`src/rtl/pmfb_pkg.sv`:
```
package pmfb_pkg;

  localparam int unsigned CHAR_W        = 8;
  localparam int unsigned PROBE_REGS    = 4;
  localparam int unsigned CHARS_PER_REG = 8;
  localparam int unsigned CFG_DATA_W    = 64;
  localparam int unsigned CFG_IDX_W     = 3;
  localparam int unsigned LEN_W         = 6;
  localparam int unsigned POS_W         = 17;
  localparam int unsigned TYPE_W        = 2;
  localparam int unsigned PROBE_BITS    = PROBE_REGS * CFG_DATA_W;

  localparam int unsigned DEF_MAX_PROBE     = 32;
  localparam int unsigned DEF_FLIP_POSITION = 12;
  localparam int unsigned DEF_MAX_TEXT      = 65536;

  localparam logic [LEN_W-1:0] LEN_RESET = 6'd25;

  typedef enum logic [CFG_IDX_W-1:0] {
    CFG_CHARS_LOW      = 3'd0,
    CFG_CHARS_MID_LOW  = 3'd1,
    CFG_CHARS_MID_HIGH = 3'd2,
    CFG_CHARS_HIGH     = 3'd3,
    CFG_LENGTH         = 3'd4
  } cfg_idx_e;

  typedef enum logic [TYPE_W-1:0] {
    MATCH_NONE    = 2'd0,
    MATCH_PERFECT = 2'd1,
    MATCH_FLIPPED = 2'd2,
    MATCH_SHORT   = 2'd3
  } match_type_e;

  function automatic logic [CHAR_W-1:0] complement_base(input logic [CHAR_W-1:0] c);
    logic [CHAR_W-1:0] r;
    case (c)
      "A":     r = "T";
      "T":     r = "A";
      "C":     r = "G";
      "G":     r = "C";
      "a":     r = "t";
      "t":     r = "a";
      "c":     r = "g";
      "g":     r = "c";
      default: r = c;
    endcase
    return r;
  endfunction

endpackage

```
`src/rtl/pmfb_align.sv`:
```
// Right-aligns the probe to the end of the character window, one lane per
// window slot, with the flipped variant and the active mask. Registered.
module pmfb_align import pmfb_pkg::*; #(
  parameter int unsigned MAX_PROBE     = DEF_MAX_PROBE,
  parameter int unsigned FLIP_POSITION = DEF_FLIP_POSITION
) (
  input  logic                                clk_i,
  input  logic [PROBE_BITS-1:0]               probe_chars_i,
  input  logic [LEN_W-1:0]                    probe_len_i,
  output logic [MAX_PROBE-1:0][CHAR_W-1:0]    lane_p_o,
  output logic [MAX_PROBE-1:0][CHAR_W-1:0]    lane_q_o,
  output logic [MAX_PROBE-1:0]                lane_act_o
);

  logic [LEN_W-1:0]                  off;
  logic [MAX_PROBE-1:0][LEN_W-1:0]   idx;
  logic [MAX_PROBE-1:0][CHAR_W-1:0]  ch;
  logic [MAX_PROBE-1:0][CHAR_W-1:0]  lane_p_d, lane_q_d, lane_p_q, lane_q_q;
  logic [MAX_PROBE-1:0]              lane_act_d, lane_act_q;

  assign off = LEN_W'(MAX_PROBE) - probe_len_i;

  always_comb begin
    for (int j = 0; j < MAX_PROBE; j++) begin
      idx[j]        = LEN_W'(j) - off;
      ch[j]         = probe_chars_i[{idx[j][LEN_W-2:0], 3'b000} +: CHAR_W];
      lane_act_d[j] = (LEN_W'(j) >= off);
      lane_p_d[j]   = ch[j];
      lane_q_d[j]   = (idx[j] == LEN_W'(FLIP_POSITION)) ? complement_base(ch[j]) : ch[j];
    end
  end

  always_ff @(posedge clk_i) begin
    lane_p_q   <= lane_p_d;
    lane_q_q   <= lane_q_d;
    lane_act_q <= lane_act_d;
  end

  assign lane_p_o   = lane_p_q;
  assign lane_q_o   = lane_q_q;
  assign lane_act_o = lane_act_q;

endmodule

```
`src/rtl/probe_match_with_flipped_base.sv`:
```
// Streaming probe search: takes one sequence character per cycle on the input
// stream and compares every window against the configured probe (up to
// MAX_PROBE characters) and against the probe with the base at FLIP_POSITION
// complemented, using one comparator lane per window slot. A beat with tlast
// produces one result: perfect match (first 1-based start) if any, otherwise
// probe-too-short when the length does not reach past the flip position,
// otherwise the first flipped-base match, otherwise none. Throughput is one
// character per cycle; a result is written to the output register when its last
// beat leaves the input register, and input stalls only when a finished result is
// still waiting while another last beat needs the output register. Characters past
// MAX_TEXT are not searched; lengths above MAX_PROBE clamp. The user must write probe
// registers via the config channel while the stream is idle; the block does not enforce it.
module probe_match_with_flipped_base import pmfb_pkg::*; #(
  parameter int unsigned MAX_PROBE     = DEF_MAX_PROBE,
  parameter int unsigned FLIP_POSITION = DEF_FLIP_POSITION,
  parameter int unsigned MAX_TEXT      = DEF_MAX_TEXT
) (
  input  logic                  clk_i,
  input  logic                  rst_ni,
  input  logic                  cfg_valid_i,
  output logic                  cfg_ready_o,
  input  logic [CFG_IDX_W-1:0]  cfg_index_i,
  input  logic [CFG_DATA_W-1:0] cfg_data_i,
  input  logic                  s_axis_tvalid,
  output logic                  s_axis_tready,
  input  logic [7:0]            s_axis_tdata,   // [7:0] text_char
  input  logic                  s_axis_tlast,   // last_char
  output logic                  m_axis_tvalid,
  input  logic                  m_axis_tready,
  output logic [23:0]           m_axis_tdata,   // [16:0] match_position, [22:17] match_length
  output logic [1:0]            m_axis_tuser    // [1:0] match_type
);

  localparam int unsigned CNT_W = $clog2(MAX_TEXT + 1);
  localparam int unsigned PW    = (CNT_W > POS_W) ? CNT_W : POS_W;

  // config
  logic [PROBE_REGS-1:0][CFG_DATA_W-1:0] probe_q;
  logic [LEN_W-1:0]                      probe_length_q;
  logic [LEN_W-1:0]                      len;

  assign cfg_ready_o = 1'b1;

  always_ff @(posedge clk_i or negedge rst_ni) begin
    if (!rst_ni) begin
      probe_q        <= '0;
      probe_length_q <= LEN_RESET;
    end else if (cfg_valid_i) begin
      case (cfg_idx_e'(cfg_index_i))
        CFG_CHARS_LOW:      probe_q[0]     <= cfg_data_i;
        CFG_CHARS_MID_LOW:  probe_q[1]     <= cfg_data_i;
        CFG_CHARS_MID_HIGH: probe_q[2]     <= cfg_data_i;
        CFG_CHARS_HIGH:     probe_q[3]     <= cfg_data_i;
        CFG_LENGTH:         probe_length_q <= cfg_data_i[LEN_W-1:0];
        default: ;
      endcase
    end
  end

  assign len = (probe_length_q > LEN_W'(MAX_PROBE)) ? LEN_W'(MAX_PROBE) : probe_length_q;

  logic [MAX_PROBE-1:0][CHAR_W-1:0] lane_p, lane_q;
  logic [MAX_PROBE-1:0]             lane_act;

  pmfb_align #(
    .MAX_PROBE     (MAX_PROBE),
    .FLIP_POSITION (FLIP_POSITION)
  ) u_align (
    .clk_i         (clk_i),
    .probe_chars_i (probe_q),
    .probe_len_i   (len),
    .lane_p_o      (lane_p),
    .lane_q_o      (lane_q),
    .lane_act_o    (lane_act)
  );

  // input register
  logic              s1_valid_q;
  logic [CHAR_W-1:0] s1_char_q;
  logic              s1_last_q;
  logic              s1_adv;
  logic              out_valid_q;

  assign s1_adv        = s1_valid_q && (!s1_last_q || !out_valid_q || m_axis_tready);
  assign s_axis_tready = !s1_valid_q || s1_adv;

  always_ff @(posedge clk_i or negedge rst_ni) begin
    if (!rst_ni) begin
      s1_valid_q <= 1'b0;
    end else if (s_axis_tready) begin
      s1_valid_q <= s_axis_tvalid;
    end
  end

  always_ff @(posedge clk_i) begin
    if (s_axis_tready && s_axis_tvalid) begin
      s1_char_q <= s_axis_tdata;
      s1_last_q <= s_axis_tlast;
    end
  end

  // search state
  logic [MAX_PROBE-2:0][CHAR_W-1:0] win_q;
  logic [MAX_PROBE-1:0][CHAR_W-1:0] seq;
  logic [CNT_W-1:0] cnt_q, cnt_d, cnt_inc, start;
  logic             pf_q, pf_d, ff_q, ff_d;
  logic [CNT_W-1:0] ps_q, ps_d, fs_q, fs_d;
  logic             in_range, pm, mm, long_enough;

  assign in_range = (cnt_q < CNT_W'(MAX_TEXT));
  assign cnt_inc  = cnt_q + 1'b1;
  assign start    = cnt_inc - CNT_W'(len) + 1'b1;
  assign long_enough = (cnt_inc >= CNT_W'(len));

  always_comb begin
    for (int j = 0; j < MAX_PROBE - 1; j++) begin
      seq[j] = win_q[j];
    end
    seq[MAX_PROBE-1] = s1_char_q;
    pm = 1'b1;
    mm = (len > LEN_W'(FLIP_POSITION));
    for (int j = 0; j < MAX_PROBE; j++) begin
      if (lane_act[j] && (seq[j] != lane_p[j])) pm = 1'b0;
      if (lane_act[j] && (seq[j] != lane_q[j])) mm = 1'b0;
    end
  end

  always_comb begin
    cnt_d = cnt_q;
    pf_d  = pf_q;
    ps_d  = ps_q;
    ff_d  = ff_q;
    fs_d  = fs_q;
    if (in_range) begin
      cnt_d = cnt_inc;
      if (len == '0) begin
        if (!pf_q) begin
          pf_d = 1'b1;
          ps_d = CNT_W'(1);
        end
      end else if (long_enough) begin
        if (pm && !pf_q) begin
          pf_d = 1'b1;
          ps_d = start;
        end
        if (mm && !ff_q) begin
          ff_d = 1'b1;
          fs_d = start;
        end
      end
    end
  end

  always_ff @(posedge clk_i or negedge rst_ni) begin
    if (!rst_ni) begin
      cnt_q <= '0;
      pf_q  <= 1'b0;
      ff_q  <= 1'b0;
      ps_q  <= '0;
      fs_q  <= '0;
    end else if (s1_adv) begin
      if (s1_last_q) begin
        cnt_q <= '0;
        pf_q  <= 1'b0;
        ff_q  <= 1'b0;
        ps_q  <= '0;
        fs_q  <= '0;
      end else begin
        cnt_q <= cnt_d;
        pf_q  <= pf_d;
        ff_q  <= ff_d;
        ps_q  <= ps_d;
        fs_q  <= fs_d;
      end
    end
  end

  always_ff @(posedge clk_i) begin
    if (s1_adv && in_range) begin
      for (int j = 0; j < MAX_PROBE - 1; j++) begin
        win_q[j] <= seq[j+1];
      end
    end
  end

  // result register
  match_type_e      res_type;
  logic [PW-1:0]    res_pos;
  logic [LEN_W-1:0] res_len;
  match_type_e      out_type_q;
  logic [POS_W-1:0] out_pos_q;
  logic [LEN_W-1:0] out_len_q;

  always_comb begin
    if (pf_d) begin
      res_type = MATCH_PERFECT;
      res_pos  = PW'(ps_d);
      res_len  = len;
    end else if (len <= LEN_W'(FLIP_POSITION)) begin
      res_type = MATCH_SHORT;
      res_pos  = '0;
      res_len  = '0;
    end else if (ff_d) begin
      res_type = MATCH_FLIPPED;
      res_pos  = PW'(fs_d);
      res_len  = len;
    end else begin
      res_type = MATCH_NONE;
      res_pos  = '0;
      res_len  = '0;
    end
  end

  always_ff @(posedge clk_i or negedge rst_ni) begin
    if (!rst_ni) begin
      out_valid_q <= 1'b0;
    end else if (s1_adv && s1_last_q) begin
      out_valid_q <= 1'b1;
    end else if (m_axis_tready) begin
      out_valid_q <= 1'b0;
    end
  end

  always_ff @(posedge clk_i) begin
    if (s1_adv && s1_last_q) begin
      out_type_q <= res_type;
      out_pos_q  <= res_pos[POS_W-1:0];
      out_len_q  <= res_len;
    end
  end

  assign m_axis_tvalid = out_valid_q;
  assign m_axis_tuser  = out_type_q;
  assign m_axis_tdata  = {1'b0, out_len_q, out_pos_q};

endmodule
```
`config.mk`:
```
export PLATFORM = sky130hd
export DESIGN_NAME = probe_match_with_flipped_base
export DESIGN_NICKNAME = d
export VERILOG_FILES = /design/src/rtl/pmfb_pkg.sv /design/src/rtl/pmfb_align.sv /design/src/rtl/probe_match_with_flipped_base.sv
export SDC_FILE = /design/constraint.sdc
export NUM_CORES = 2
export LEC_CHECK = 0
export ABC_AREA = 0
export ABC_CLOCK_PERIOD_IN_PS = 33700
export BUFFER_PORTS_ARGS = -buffer_cell sky130_fd_sc_hd__buf_2
export CAP_MARGIN = 20
export CORE_MARGIN = 1.5
export CORE_UTILIZATION = 69
export DETAILED_ROUTE_END_ITERATION = 12
export PLACE_DENSITY_LB_ADDON = 0.15
export REMOVE_ABC_BUFFERS = 1
export SLEW_MARGIN = 20
export SYNTH_ARGS = -nofsm -noshare
export SYNTH_HDL_FRONTEND = slang
export SYNTH_SLANG_ARGS = --single-unit
```
`constraint.sdc`:
```
create_clock -name clk_i -period 33.7 [get_ports clk_i]
set_clock_uncertainty 0.05 [all_clocks]
set_input_delay 6.74 -clock clk_i [delete_from_list [all_inputs] [get_ports clk_i]]
set_output_delay 6.74 -clock clk_i [all_outputs]
set_load 0.01 [all_outputs]
```
; Yosys cells after proc, flatten, opt, wreduce, memory -nomap -nowiden
; Index checks and enable logic that the tools add are counted.
[op_classes]
muxes = 162
n_shift = 32
order_cmp = 37
n_reduce_logical = 89
n_eq_ne = 356
n_addsub = 36
[ops]
columns = cell, count
row1 = $shiftx 256x9->8, 32
row2 = $eq 8x7->1 const B, 256
row3 = $pmux 8 s8, 32
row4 = $ne 8x8->1, 64
row5 = $mux 17, 16
row6 = $mux 8, 32
row7 = $eq 6x4->1 const B, 32
row8 = $ge 5x6->1 const A, 16
row9 = $sub 5x6->6 const A, 16
row10 = $mux 1, 76
row11 = $logic_and 1x1->1, 70
row12 = $ge 4x6->1 const A, 8
row13 = $sub 4x6->6 const A, 8
row14 = $add 17x1->17 const B, 2
row15 = $ge 3x6->1 const A, 4
row16 = $mux 6, 4
row17 = $sub 3x6->6 const A, 4
row18 = $ge 17x6->1, 1
row19 = $lt 17x17->1 const B, 1
row20 = $sub 17x6->17, 1
row21 = $ge 1x6->1 const A, 2
row22 = $ge 2x6->1 const A, 2
row23 = $reduce_and 2->1, 6
row24 = $sub 1x6->6 const A, 2
row25 = other kinds (15), 25
[word_totals]
reg_bits = 1143
output_inout_bits = 29
in_bits = 81
wordCells = 826

; Logic depth before layout (Yosys ltp)
[logic_depth]
depth_word = 43
mapped_depth = 28
depth_no_buf = 17

; By module
; Synthesis repeated with hierarchy kept, for this count alone.
[hier_totals]
hier_cells = 5464
area_unflattened_um2 = 63158.1
[by_module_without_submodules]
columns = module, seq_area_each_um2, cells_each, area_each_um2, instances
row1 = pmfb_align, 10890.4, 3386, 34914.7, 1
row2 = probe_match_with_flipped_base, 16404.5, 2078, 28243.3, 1

; Least setup slack after synthesis
; No wires, ideal clock.
[synth_path]
path_type = input -> register
startpoint = input port m_axis_tready
endpoint = register cnt_q[12]
n_path_buf = 1
t_required_ns = 33.522
cell_stages = 8
slack_ns = 14.056
arrival_time_ns = 19.466
setup_time_ns = 0.128
path_cell_list = inv_1 -> nand3_1 -> nand2_1 -> nor2_1 -> nor2_1 -> clkbuf_1 -> o21ai_0 -> o31ai_1
[synth_between]
elab_chain_len = 3
[synth_lines]
columns = element, line
row1 = start: declaration, probe_match_with_flipped_base.sv:29  ; input logic m_axis_tready,
row2 = $logic_or 1x1->1, probe_match_with_flipped_base.sv:84  ; assign s1_adv = s1_valid_q && (!s1_last_q || !out_valid_q || m_axis_tready);
row3 = $logic_and 1x1->1, probe_match_with_flipped_base.sv:84
row4 = $reduce_and 2->1 (no line), --
row5 = end signal: assignment, probe_match_with_flipped_base.sv:169  ; cnt_q <= cnt_d;
row6 = end: declaration, probe_match_with_flipped_base.sv:105  ; logic [CNT_W-1:0] cnt_q, cnt_d, cnt_inc, start;
; Every way passes these cells.
; A chain may end at the register's enable or synchronous reset.

; Worst setup path in the final report
[layout_path]
startpoint = input port m_axis_tready
endpoint = output port s_axis_tready
[layout_between]
elab_chain_len = 3
[layout_lines]
columns = element, line
row1 = $logic_or 1x1->1, probe_match_with_flipped_base.sv:84
row2 = $logic_and 1x1->1, probe_match_with_flipped_base.sv:84
row3 = $logic_or 1x1->1, probe_match_with_flipped_base.sv:85  ; assign s_axis_tready = !s1_valid_q || s1_adv;
row4 = end: declaration, probe_match_with_flipped_base.sv:25  ; output logic s_axis_tready,
; Every way passes these cells.

==> parameters.txt <==
Parameter                              Value

Clocking
  Post-CTS Setup Bufs    0
  CTS Hold Buffers Added    0
  CTS H-tree depth    3
  Maximum buffer depth of the clock tree    3
  CTS Root Buffer Type    clkbuf_16
  Total CTS buffers    114
  TritonCTS clock tree    yes
  Register clock-pin slew on the reported worst setup and hold paths    0.07 ns
  Number of sinks on the clock net    1,143
  Number of instances resized during post-cts repair    0
  Clock latency reported for the late side of the worst-skew pair    0.73 ns

Worst setup path
  WS Path Type    in -> out
  Required time at the endpoint of the critical path    26.91 ns
  Number of cells traversed by the worst register-to-register path    17
  Crit path DAT    7.29 ns
  Nature of the critical path endpoint    output port
  Critical R2R Capture    u_align.lane_q_o[244]
  Worst reg2reg path startpoint    probe_length_q[1]
  Worst setup SP type    input port
  R2R setup slack    26.30 ns
  Largest driver fanout on the critical path    3

Synthesis
  Proportion of register bits with asynchronous set or reset after synthesis    27.7%
  Number of library cell types mapped by synthesis    99
  Most common flop cell mapped by yosys    dfxtp_1
  Main combinational cell family by area after synthesis    multiplexers
  Adder-cell share of the synthesized area    1.25%
  Share of cell area taken by muxes after synthesis    30.1%
  Fraction of post-synthesis cell area in the top cell type by area    18.1%
  Average cell area after synthesis    12.5 sq um
  Simple-gate share of the synthesized area    6.92%
  Total standard cell area after synthesis    60,300 sq um
  Number of enable flip-flop cells after synthesis    282
  Seq/Total Area, Yosys    45.3%
  Synth Area in Compound Gates    5.18%
  Number of standard cells after synthesis    4,826
  Dominant cell type by area after synthesis    dfxtp_1
  Synthesis-stage register bit count    1,143
  Area contributors post-synth    dfxtp_1, edfxtp_1, dfrtp_1
  Synth warn    0
  Area share of xor/xnor cells in the synthesized design    8.49%

STA
  Relative slew margins    12.2%
  Final Setup Violations    0
  Final count of hold timing violations    0
  Share of the cycle needed by the critical path after routing    41.8%
  Final TNS setup    0 ns
  Slew Viols, Final    0
  Minimum clock period    14.08 ns
  Top achievable clock speed    71.0 MHz
  Tightest Pin Transition    1.28 ns
  Unrepaired setup endpoints after global routing    false

Global routing
  Total global-route track usage    44.3%
  Final global-route overflow total    0
  Largest net degree at the start of global routing    172
  Wire length of the first global-routing pass    285,000 microns
  Antenna violations before repair    9
  Via count of the first global-routing pass    41.5k

Min path
  Worst Hold Depth    2
  Class of the most critical hold timing path    reg -> reg
  Hold path startpoint    fs_q[15]
  Hold EP    fs_q[15]

Final layout
  Signed area change from the synthesized netlist to the final layout    9.94%
  Layout cell share with drive strength beyond 1    26.4%
  NumNets Final    5,045
  Post-route core utilization    76.5%

Floorplanning
  Die extent in y    299 microns
  I/O pin count    110
  Starting utilization of the core area    69.6%
  Placement row count    108
  Die Outline Area    89,100 sq um
  Die boundary width    299 microns
  Core area    86,600 sq um

Route
  Post-detailed-route DRC marker count    0
  Total vias in the final route    43.3k
  Remaining antenna violation count after routing    0
  Average wire per cell in the routed design    32.2 microns
  Average via count per standard cell    7.02
  1st-iter DRT viols    5,918
  Total detailed-routing wirelength    198,000 microns
  First-pass iteration count of the detailed router    8

Placement
  IO Port Bufs    107
  Post-DP HPWL    149,000 microns
  Final Wtd Congestion    1.15

Run status
  Run status    completed

Job
  # Max-Cap Violations    0
==> per-layer routing <==
layer,global-route usage (%),routed length (microns)
met5,0,105
met4,29.2,15600
met3,14.7,26500
met2,64.0,84500
met1,57.3,71700
==> cell families (layout without fill, tap and decap cells) <==
logic type	after synthesis	after routing
other cells	2	5
flops	1143	1143
mux	1348	1348
simple gates	803	803
buf+inv	384	565
xor+xnor	574	574
fa+ha+maj	59	59
compound gates	513	513
==> area by class of cell <==
| class | count | area [sq um] |
|---|---|---|
| multi-input combinational | 3299 | 31600 |
| inverter | 156 | 597 |
| antenna | 3 | 7.51 |
| clock inverter | 64 | 774 |
| timing repair buffer | 191 | 1220 |
| tap | 1155 | 1450 |
| clock buffer | 154 | 3300 |
| fill | 5499 | 20400 |
| sequential | 1143 | 27300 |
==> state kept, by name, summed over array words and instances (netlist names), 2 cells and up <==
register            cells
probe_length_q          6
u_align.lane_p_o      256
ps_q                   17
probe_q               256
seq                   248
u_align.lane_act_o     32
m_axis_tuser            2
out_len_q               6
s1_char_q               8
out_pos_q              17
cnt_q                  17
fs_q                   17
u_align.lane_q_o      256
==> layout by cell type, fill, tap and decap left out, types with 116 or more instances in the layout <==
cell type	n
edfxtp_1	282
mux2_2	532
dfxtp_1	544
o21ai_0	200
mux2i_1	489
xnor2_1	543
dfrtp_1	314
nand2_1	257
nand4_1	160
mux4_2	318
a21oi_1	116
inv_1	146
clkbuf_16	122
==> critical path, stage by stage <==
cell and delay [ns]:
buf_2 0.11, inv_1 0.09, nand4_1 0.16, buf_2 0.19
==> cells in the mapped netlist, drive strengths merged (21+ instances only) <==
cell type    n
xnor2      560
dfxtp      544
mux2       532
mux2i      498
mux4       318
dfrtp      314
edfxtp     282
nand2      259
o21ai      211
nand4      160
inv        156
buf        120
a21oi      116
clkbuf     108
nor2       107
nand3       73
ha          57
nor3        47
and3        25
a31oi       24
a211oi      23
nor4        23
o22ai       21
==> stage by stage <==
stage	area, sq um	setup WS, ns	hold slack [ns]	std cells
floorplan	59200	12.15	0.394	4598
global placement	62100	19.66	0.412	5942
detailed placement	62100	19.66	0.438	5942
CTS	66200	19.63	0.452	6160
global route	66200	19.61	0.484	6162
finish	66300	19.62	0.452	6165
==> worst max-delay path by stage <==
stage,startpoint,slack [ns],to,cells past startpoint
after floorplan,m_axis_tready,12.15,cnt_q[2],6
after global placement,m_axis_tready,19.66,s_axis_tready,4
after detailed placement,m_axis_tready,19.66,s_axis_tready,4
after CTS,m_axis_tready,19.63,s_axis_tready,4
after global routing,m_axis_tready,19.61,s_axis_tready,4
final,m_axis_tready,19.62,s_axis_tready,4
Power is not shown: default switching activity piles up to over one toggle a cycle in this logic, so the estimate is an artifact.
